**config.mk**
```make
export PLATFORM = sky130hd
export DESIGN_NAME = positional_list_store_core
export DESIGN_NICKNAME = d
export VERILOG_FILES = /design/src/hw/rtl/pls_pkg.sv /design/src/hw/rtl/positional_list_store_core.sv
export SDC_FILE = /design/constraint.sdc
export NUM_CORES = 2
export LEC_CHECK = 0
export BUFFER_PORTS_ARGS = -buffer_cell sky130_fd_sc_hd__buf_4
export CORE_UTILIZATION = 41
export CTS_CLUSTER_DIAMETER = 150
export DETAILED_ROUTE_END_ITERATION = 10
export PLACE_DENSITY = 0.66
export SYNTH_ARGS = -nofsm -noshare
export SYNTH_HDL_FRONTEND = slang
export SYNTH_SLANG_ARGS = --single-unit
```
**constraint.sdc**
```tcl
create_clock -name clock -period 7.41 [get_ports clock]
set_input_delay 0.3705 -clock clock [delete_from_list [all_inputs] [get_ports clock]]
set_output_delay 0.3705 -clock clock [all_outputs]
set_load 0.03 [all_outputs]
```
**src/hw/rtl/pls_pkg.sv**
```systemverilog
// shared types and codes for the positional list store
package pls_pkg;

   typedef enum logic [2:0] {
      ACT_INSERT   = 3'd0,
      ACT_REMOVE   = 3'd1,
      ACT_RETRIEVE = 3'd2,
      ACT_REPLACE  = 3'd3,
      ACT_CLEAR    = 3'd4
   } action_type;

   typedef enum logic [1:0] {
      ST_OK    = 2'd0,
      ST_UNDER = 2'd1,
      ST_OVER  = 2'd2
   } status_type;

   localparam int ACTION_W = 3;
   localparam int POS_W    = 7;
   localparam int VALUE_W  = 32;
   localparam int STATUS_W = 2;
   localparam int SIZE_W   = 7;

endpackage

```
**src/hw/rtl/positional_list_store_core.sv**
```systemverilog
// top level of the positional list store
//
// positional list store: an ordered list of up to DEPTH words addressed by
// position. each request carries an action (insert, remove, retrieve, replace,
// clear), a position and a value, and gives exactly one response with status,
// the value read and the list size afterwards. the entries live in one
// synchronous memory with a registered read and a single write port. insert and
// remove move entries one at a time through that memory: a pipelined
// read-then-write walk runs from the end of the list down to the position
// (insert) or from just above the removed position up to the end (remove),
// one entry per cycle. one request is worked at a time and req_stall is high
// until the sequencer is idle again. replace, clear, rejected requests and
// insert at the end of the list go straight to the response; retrieve first
// reads the entry; any other insert moves each entry from the end down to the
// position and then writes the new value; remove reads the entry and then
// moves each entry above it down. the response waits in an output register,
// and a stalled response holds the sequencer until it drains. entries that
// were never written are never read, so no clearing pass is needed after
// reset.
module positional_list_store_core #(
   parameter int DEPTH      = 64,
   parameter int DATA_WIDTH = 32
) (
   input  logic                          clock,
   input  logic                          reset,
   input  logic                          req_valid,
   output logic                          req_stall,
   input  logic [pls_pkg::ACTION_W-1:0]  req_action,
   input  logic [pls_pkg::POS_W-1:0]     req_position,
   input  logic [pls_pkg::VALUE_W-1:0]   req_value,
   output logic                          rsp_valid,
   input  logic                          rsp_stall,
   output logic [pls_pkg::STATUS_W-1:0]  rsp_status,
   output logic [pls_pkg::VALUE_W-1:0]   rsp_read_value,
   output logic [pls_pkg::SIZE_W-1:0]    rsp_list_size
);

   localparam int AW = (DEPTH > 1) ? $clog2(DEPTH) : 1;
   localparam int CW = $clog2(DEPTH + 1);
   localparam int DW = (DATA_WIDTH < pls_pkg::VALUE_W) ? DATA_WIDTH : pls_pkg::VALUE_W;
   // compare width: holds any position and any count without wrapping
   localparam int CMPW = ((pls_pkg::POS_W > CW) ? pls_pkg::POS_W : CW) + 1;

   // one-hot sequencer
   typedef enum logic [4:0] {
      S_IDLE  = 5'b00001,
      S_READ  = 5'b00010,  // read data back for retrieve / remove
      S_SHIFT = 5'b00100,  // move one entry per cycle
      S_PUT   = 5'b01000,  // insert: new value lands at its slot
      S_DONE  = 5'b10000   // post response
   } state_type;

   state_type            state_ff, state_in;
   logic [CW-1:0]        count_ff, count_in;
   logic [AW-1:0]        idx_ff, idx_in;     // walking address
   logic [AW-1:0]        pos_ff, pos_in;
   logic [DW-1:0]        val_ff, val_in;
   logic                 ins_ff, ins_in;     // shift direction / retrieve flag
   logic [DW-1:0]        rd_ff, rd_in;       // value for the response
   logic [pls_pkg::STATUS_W-1:0] st_ff, st_in;

   logic                 rv_ff, rv_in;
   logic [pls_pkg::STATUS_W-1:0] ost_ff, ost_in;
   logic [DW-1:0]        ord_ff, ord_in;
   logic [CW-1:0]        osz_ff, osz_in;

   // entry memory
   logic [DW-1:0]        mem [DEPTH];
   logic                 mwe;
   logic [AW-1:0]        mwa, mra;
   logic [DW-1:0]        mwd, mrd_ff;

   always_ff @(posedge clock) begin
      if (mwe) begin
         mem[mwa] <= mwd;
      end
      mrd_ff <= mem[mra];
   end

   logic            out_free;
   logic            take;
   logic [CMPW-1:0] pos_w;
   logic [CMPW-1:0] cnt_w;
   logic [CMPW-1:0] nxt_w;   // walking address plus one

   assign out_free  = !rv_ff || !rsp_stall;
   assign req_stall = (state_ff != S_IDLE);
   assign take      = req_valid && (state_ff == S_IDLE);
   assign pos_w     = CMPW'(req_position);
   assign cnt_w     = CMPW'(count_ff);
   assign nxt_w     = CMPW'(idx_ff) + 1'b1;

   always_comb begin
      state_in = state_ff;
      count_in = count_ff;
      idx_in   = idx_ff;
      pos_in   = pos_ff;
      val_in   = val_ff;
      ins_in   = ins_ff;
      rd_in    = rd_ff;
      st_in    = st_ff;
      mwe = 1'b0;
      mwa = idx_ff;
      mwd = mrd_ff;
      mra = idx_ff;
      rv_in  = rv_ff && rsp_stall;
      ost_in = ost_ff;
      ord_in = ord_ff;
      osz_in = osz_ff;

      unique case (state_ff)
         S_IDLE: begin
            if (take) begin
               pos_in = req_position[AW-1:0];
               val_in = req_value[DW-1:0];
               rd_in  = '0;
               st_in  = pls_pkg::ST_OK;
               mra    = req_position[AW-1:0];
               state_in = S_DONE;
               unique case (req_action)
                  pls_pkg::ACT_INSERT: begin
                     if (pos_w > cnt_w) begin
                        st_in = pls_pkg::ST_UNDER;
                     end else if (cnt_w >= CMPW'(DEPTH)) begin
                        st_in = pls_pkg::ST_OVER;
                     end else begin
                        ins_in = 1'b1;
                        count_in = count_ff + 1'b1;
                        if (pos_w == cnt_w) begin
                           // append: nothing to move
                           mwe = 1'b1;
                           mwa = req_position[AW-1:0];
                           mwd = req_value[DW-1:0];
                        end else begin
                           // move entry count-1 to count first, then downward
                           idx_in = AW'(count_ff - 1'b1);
                           mra    = AW'(count_ff - 1'b1);
                           state_in = S_SHIFT;
                        end
                     end
                  end
                  pls_pkg::ACT_REMOVE, pls_pkg::ACT_RETRIEVE: begin
                     if (pos_w >= cnt_w) begin
                        st_in = pls_pkg::ST_UNDER;
                     end else begin
                        ins_in = (req_action == pls_pkg::ACT_RETRIEVE);
                        idx_in = req_position[AW-1:0];
                        state_in = S_READ;
                     end
                  end
                  pls_pkg::ACT_REPLACE: begin
                     if (pos_w >= cnt_w) begin
                        st_in = pls_pkg::ST_UNDER;
                     end else begin
                        mwe = 1'b1;
                        mwa = req_position[AW-1:0];
                        mwd = req_value[DW-1:0];
                     end
                  end
                  pls_pkg::ACT_CLEAR: count_in = '0;
                  default: ;
               endcase
            end
         end
         S_READ: begin
            rd_in = mrd_ff;
            if (ins_ff) begin
               state_in = S_DONE;
            end else begin
               // remove: pull entries above the position down by one
               count_in = count_ff - 1'b1;
               if (nxt_w >= cnt_w) begin
                  state_in = S_DONE;
               end else begin
                  idx_in = idx_ff + 1'b1;
                  mra = idx_ff + 1'b1;
                  state_in = S_SHIFT;
               end
            end
         end
         S_SHIFT: begin
            mwe = 1'b1;
            mwd = mrd_ff;
            if (ins_ff) begin
               // insert walk: entry idx moves up to idx+1
               mwa = idx_ff + 1'b1;
               if (idx_ff == pos_ff) begin
                  state_in = S_PUT;
               end else begin
                  idx_in = idx_ff - 1'b1;
                  mra = idx_ff - 1'b1;
               end
            end else begin
               // remove walk: entry idx moves down to idx-1, count already lowered
               mwa = idx_ff - 1'b1;
               if (nxt_w > cnt_w) begin
                  state_in = S_DONE;
               end else begin
                  idx_in = idx_ff + 1'b1;
                  mra = idx_ff + 1'b1;
               end
            end
         end
         S_PUT: begin
            mwe = 1'b1;
            mwa = pos_ff;
            mwd = val_ff;
            state_in = S_DONE;
         end
         S_DONE: begin
            if (out_free) begin
               rv_in  = 1'b1;
               ost_in = st_ff;
               ord_in = rd_ff;
               osz_in = count_ff;
               state_in = S_IDLE;
            end
         end
         default: state_in = S_IDLE;
      endcase
   end

   always_ff @(posedge clock) begin
      if (reset) begin
         state_ff <= S_IDLE;
         count_ff <= '0;
         rv_ff    <= 1'b0;
      end else begin
         state_ff <= state_in;
         count_ff <= count_in;
         rv_ff    <= rv_in;
      end
      idx_ff <= idx_in;
      pos_ff <= pos_in;
      val_ff <= val_in;
      ins_ff <= ins_in;
      rd_ff  <= rd_in;
      st_ff  <= st_in;
      ost_ff <= ost_in;
      ord_ff <= ord_in;
      osz_ff <= osz_in;
   end

   assign rsp_valid      = rv_ff;
   assign rsp_status     = ost_ff;
   assign rsp_read_value = pls_pkg::VALUE_W'(ord_ff);
   assign rsp_list_size  = pls_pkg::SIZE_W'(osz_ff);

endmodule
```
# Word level (Yosys, flattened, before mapping)
# Memory sizes are Yosys's and may differ from the RTL's. A register that Yosys moved wholly into a read port is not among the register bits.
# Index checks and enable logic that the tools add are counted.
dict set report word_totals {
  register_bits 133
  ramBits 2048
  inputBits 46
  output_inout_bits 43
  word_cells 139
  n_memories 1
}
dict set report op_classes {
  addsub 5
  n_lt_le_gt_ge 5
  eq_ne 25
  mux 72
  n_reduce_logical 19
}
# memory words width read_ports rd_clocked_by_memory_dff wr line
set mem_list {}
lappend mem_list {mem 64 32 1 1 1 positional_list_store_core.sv:68} ;# logic [DW-1:0] mem [DEPTH];
# operator n
set ops {}
lappend ops {{32-bit 2-to-1 mux} 6}
lappend ops {{32-bit one-hot mux with 2 select lines} 3}
lappend ops {{6-bit 2-to-1 mux} 20}
lappend ops {{5-bit 2-to-1 mux} 11}
lappend ops {{6-bit one-hot mux with 3 select lines} 3}
lappend ops {{7-bit 2-to-1 mux} 4}
lappend ops {{7-bit one-hot mux with 2 select lines} 2}
lappend ops {{5-bit one-hot mux with 5 select lines} 1}
lappend ops {{6-bit one-hot mux with 2 select lines} 2}
lappend ops {{6-bit AND reduction} 3}
lappend ops {{3-bit != test, second input constant} 5}
lappend ops {{7-bit >= comparator} 2}
lappend ops {{7-bit > comparator} 2}
lappend ops {{1-bit 2-to-1 mux} 13}
lappend ops {{2-bit != test, second input constant} 6}
lappend ops {{5-bit one-hot mux with 2 select lines} 1}
lappend ops {{6-bit by 1-bit adder with 7-bit output, second input constant} 1}
lappend ops {{7-bit by 1-bit adder with 7-bit output, second input constant} 1}
lappend ops {{7-bit == test} 1}
lappend ops {{7-bit >= comparator, second input constant} 1}
lappend ops {{7-bit by 1-bit subtractor with 7-bit output, second input constant} 1}
lappend ops {{6-bit by 1-bit adder with 6-bit output, second input constant} 1}
lappend ops {{3-bit by 2-bit == test with 1-bit output, second input constant} 2}
lappend ops {{6-bit == test} 1}
lappend ops {{other kinds (23)} 33}

# Longest topological paths before layout
dict set report logic_depth {
  depth_word 9
  ltp_mapped 21
  mapped_depth_nobuf 15
}

# Worst setup path after synthesis
# OpenSTA, ideal clock, no wires.
dict set report synth_path {
  kind {reg-to-reg}
  from {register count_ff[2]}
  to {memory mem[0][10] (netlist bit) (data pin)}
  setup_time_ps 701
  arrival_ps 4982
  t_required_ps 6709
  slack_ps 1727
  path_stages_with_launch 13
  n_path_buf 3
  synth_period_minus_slack_ps 5683
  path_cell_list {dfxtp_1 > clkbuf_1 > inv_1 > ha_1 > nor2_1 > or2_0 > o211a_1 > nor2_1 > or3_1 > clkbuf_1 > buf_1 > a21oi_1 > o21ai_0}
}
dict set report synth_between {
  elab_chain_len 7
  word_cells_on_any_way 11
  cone_classes {3 x order compare; 1 x eq/ne; 7 x mux}
}
# item line
set synth_rtl {}
lappend synth_rtl {{from (decl)} positional_list_store_core.sv:54} ;# logic [CW-1:0] count_ff, count_in;
lappend synth_rtl {{from (signal assigned)} positional_list_store_core.sv:230} ;# count_ff <= count_in;
lappend synth_rtl {{parallel branches: the longest is 4 deep, another holds 7-bit >= comparator} n/a}
lappend synth_rtl {{32-bit one-hot mux with 2 select lines *} positional_list_store_core.sv:120} ;# unique case (req_action)
lappend synth_rtl {{32-bit 2-to-1 mux *} positional_list_store_core.sv:113} ;# if (take) begin
lappend synth_rtl {{32-bit one-hot mux with 2 select lines *} positional_list_store_core.sv:111} ;# unique case (state_ff)
lappend synth_rtl {{via mwd[10]} positional_list_store_core.sv:71} ;# logic [DW-1:0] mwd, mrd_ff;
lappend synth_rtl {{to (decl)} positional_list_store_core.sv:68}
# Mark *: on every way through the listed nets, which the timed path passes.

# Worst setup path in the final report
dict set report layout_path {
  from {register idx_ff[3]}
  to {register mrd_ff[28], read port of mem}
}
dict set report layout_between {
  elab_chain_len 5
  word_cells_on_any_way 13
  cone_classes {3 x add/sub; 2 x order compare; 1 x eq/ne; 7 x mux}
}
# item line
set layout_rtl {}
lappend layout_rtl {{from (decl)} positional_list_store_core.sv:55} ;# logic [AW-1:0] idx_ff, idx_in;
lappend layout_rtl {{from (signal assigned)} positional_list_store_core.sv:233} ;# idx_ff <= idx_in;
lappend layout_rtl {{6-bit by 1-bit adder with 7-bit output} positional_list_store_core.sv:91} ;# assign nxt_w = CMPW'(idx_ff) + 1'b1;
lappend layout_rtl {{7-bit > comparator / 7-bit >= comparator (equally long branches)} {positional_list_store_core.sv:196, positional_list_store_core.sv:172}}
lappend layout_rtl {{6-bit 2-to-1 mux, on equally long branches (2 in series)} n/a}
lappend layout_rtl {{6-bit one-hot mux with 3 select lines *} positional_list_store_core.sv:111}
lappend layout_rtl {{to (decl)} positional_list_store_core.sv:71}
# Mark *: on every way between the ends. The rest lies on a longest branch, timed or not.
# A chain may end at the register's enable or synchronous reset.

==> flow_metrics.py <==
metrics = {
    "timing": {
        "rsz0062_at_grt": "no",
        "finalHoldViolations": 0,
        "setup-violations-final": 0,
        "period_share_pct": 93.58,
        "period_needed_ps": 6934,
        "relSlewSlack_pct": 11.94,
        "fin_setup_tns_ps": 0,
        "drv_slew": 0,
        "fmax_mhz": 144.2,
        "fin_worst_skew_ps": 80.31,
        "worst_pin_slew_ps": 1320,
    },
    "yosys": {
        "synth_compound_area_share_pct": 12.58,
        "synthFlopType": "edfxtp_1",
        "yosysTopAreaCellShare_pct": 71.54,
        "synth-edff-count": 2168,
        "yosysSeqAreaShare_pct": 72.53,
        "synthAdderAreaFrac_pct": 0.2475,
        "synth_xor_area_share_pct": 0.1925,
        "synth_nets": 6801,
        "synthSimpleGateAreaFrac_pct": 10.79,
        "ys_top_cells_by_area": "edfxtp_1, nand2_1, a2111oi_0",
        "synth.area.mux_share_pct": 0.7920,
        "syn_avg_cell_area_um2": 13.51,
        "yosysTopAreaCell": "edfxtp_1",
        "ys_types": 86,
        "synth_top_family_by_area": "compound AO/OA/AOI/OAI gates",
        "yosysWarnings": 0,
        "async_reset_ff_share_pct": 0,
        "netlist_instances": 6737,
        "netlist_area_um2": 91000,
        "ys_seq_elements": 2213,
    },
    "cells_and_area": {
        "area_growth_pct": 13.87,
        "fin_nets": 6843,
        "layout_common_cells": "edfxtp_1, nand2_1, a2111oi_0",
        "utilization_pct": 47.06,
        "final_common_cell": "edfxtp_1",
        "nFillCells": 18800,
        "final_layout_size_suffix_gt1_share_pct": 11.75,
    },
    "route": {
        "drc_errors": 0,
        "num_vias": 62160,
        "antenna_left": 0,
        "drtIter0Drc": 9193,
        "post_drt_via_cell_ratio": 6.266,
        "routedWlPerCell_um": 28.37,
        "finalWirelength_um": 281400,
        "drtPass1Iterations": 6,
    },
    "die": {
        "num_rows": 172,
        "core_um2": 220200,
        "die_y_um": 473.1,
        "initial_utilization_pct": 41.33,
        "die_x_um": 473.1,
        "io_pins": 89,
        "dieArea_um2": 223800,
    },
    "clocking": {
        "clkSinkCount": 2213,
        "cts_buffers": 209,
        "clockBufferDepth": 3,
        "root_buffer": "clkbuf_16",
        "cts_tree": "done",
        "cts-htree-levels": 4,
        "insertion_delay_ps": 900,
        "clk_pin_slew_ps": 60,
        "cts_resized": 0,
    },
    "power_and_ir_drop": {
        "total_power_uw": 37060,
        "cellPowerDensity_nw_per_um2": 357.6,
        "peakVddDrop_mv": 0.2702,
        "power.leakage_uw": 0.03323,
    },
    "placed_design": {
        "io_buffers": 88,
        "hpwl_um": 158400,
        "gp_congestion": 0.9083,
    },
    "critical_path": {
        "endpoint_kind": "flip-flop",
        "critical_path_class": "flip-flop to flip-flop",
        "arrival_ps": 7690,
        "crit_path_start_kind": "flip-flop",
        "required_ps": 8170,
        "slowest_delay_ps": 820,
        "cp_max_fo": 55,
        "path_cells": "nand3_1 > nor3_1 > xnor2_1 > inv_1 > ha_1 > a211o_1 > a21o_1 > a211oi_1 > a21oi_1 > o32ai_1 > a211o_4 > buf_4 > a2111oi_0 > a2111oi_0 > o2111ai_1 > a211o_1",
        "critical_path.slowest_cell": "a2111oi_0",
    },
    "grt": {
        "grt_pass1_wl_um": 406800,
        "antenna_found_initial": 8,
        "grt_max_degree": 130,
        "grt_overflow": 0,
        "grt_usage_pct": 24.52,
        "grt_pass1_vias": 58860,
    },
    "hold_path": {
        "hp-class": "input pin to flip-flop",
    },
    "flow_run": {
        "maxCapViolCount": 0,
    },
    "status": {
        "outcome": "finished, final reports clean",
    },
}
-- kinds of logic after synthesis --
group                      after synthesis
and+or+nand+nor                       2333
AOI/OAI and AO/OA                     1480
adders and majority gates               18
DFF                                   2213
buffers and inverters                  603
xor gates and xnor gates                20
muxes                                   70
-- per-layer routing --
| metal | part of all wire, % | global-route usage (%) |
|---|---|---|
| met3 | 11 | 5.253 |
| met4 | 5.0 | 11.74 |
| met2 | 45 | 37.43 |
| met5 | 0.021 | 0 |
| met1 | 39 | 33.33 |
-- where the power goes --
group	internal (uW)	leakage, uW	switching, uW
combinational	2460	0.00989	7980
sequential	15600	0.0201	369
clock	5820	0.00328	4770
-- through the flow --
step	instance area (um^2)	hold slack [ps]	cells	setup WS, ps
2_1_floorplan	91000	400.3	6737	1727
3_3_place_gp	96410	407.9	9482	546.7
3_5_place_dp	96410	404.5	9482	586.1
4_1_cts	103600	201.6	9917	532.0
5_1_grt	103600	230.3	9918	297.8
6_report	103600	236.4	9920	475.9
-- worst paths after layout --
path / start / to / slack (ps) / cells past startpoint
setup / recovery: idx_ff[3]$_DFFE_PP_ / mrd_ff[28]$_DFF_P_ / 480 / 16
hold / removal: req_value[16] / val_ff[16]$_DFFE_PP_ / 240 / 2
setup reg to reg: idx_ff[3]$_DFFE_PP_ / mrd_ff[28]$_DFF_P_ / 480 / 16
hold reg to reg: rd_ff[19]$_SDFFCE_PN0P_ / rsp_read_value[19]$_DFFE_PP_ / 420 / 0
-- cell type report --
cell class	count	area [um^2]	share of cell area [%]
diodes	3	7.507	0.007245
clock buffers	287	5723	5.523
clock inverters	104	1030	0.9938
inverters	21	78.83	0.07608
multi-input cells	3921	23380	22.57
flip-flops and latches	2213	66000	63.70
well taps	2958	3701	3.572
repair buffers	413	3686	3.557
-- critical path: cells and delay by family, from the launching register on --
| kind | cells | cell delay (ps) |
|---|---|---|
| XOR/XNOR | 1 | 170 |
| AO/OA/AOI/OAI | 10 | 4470 |
| adder cells (fa/ha/maj) | 1 | 220 |
| buffers and inverters | 2 | 790 |
| AND/OR/NAND/NOR | 2 | 390 |
| flip-flops | 1 | 730 |
-- what timing repair did --
action | CTS | global route
hold buffers | 44 | 0
hold endpoints to repair | 58 | 0
buffers inserted | 0 | 0
-- Yosys cell counts (66+ instances only) --
| master | number |
|---|---|
| nor2_1 | 107 |
| o2111ai_1 | 66 |
| o41ai_1 | 93 |
| a32oi_1 | 90 |
| a21oi_1 | 237 |
| nand4_1 | 197 |
| edfxtp_1 | 2168 |
| a2111oi_0 | 499 |
| nand3_1 | 125 |
| nand2_1 | 1750 |
| clkbuf_1 | 348 |
| o21ai_0 | 93 |
| buf_2 | 141 |
| o31ai_1 | 128 |
-- flip-flops by register name (all words and copies together), names as in the netlist, 5 cells and up --
name / cells
count_ff: 7
val_ff: 32
rsp_list_size: 7
state_ff: 5
pos_ff: 6
mem: 2048
rd_ff: 32
rsp_read_value: 32
mrd_ff: 32
idx_ff: 6
(Power assumes the default switching activity.)
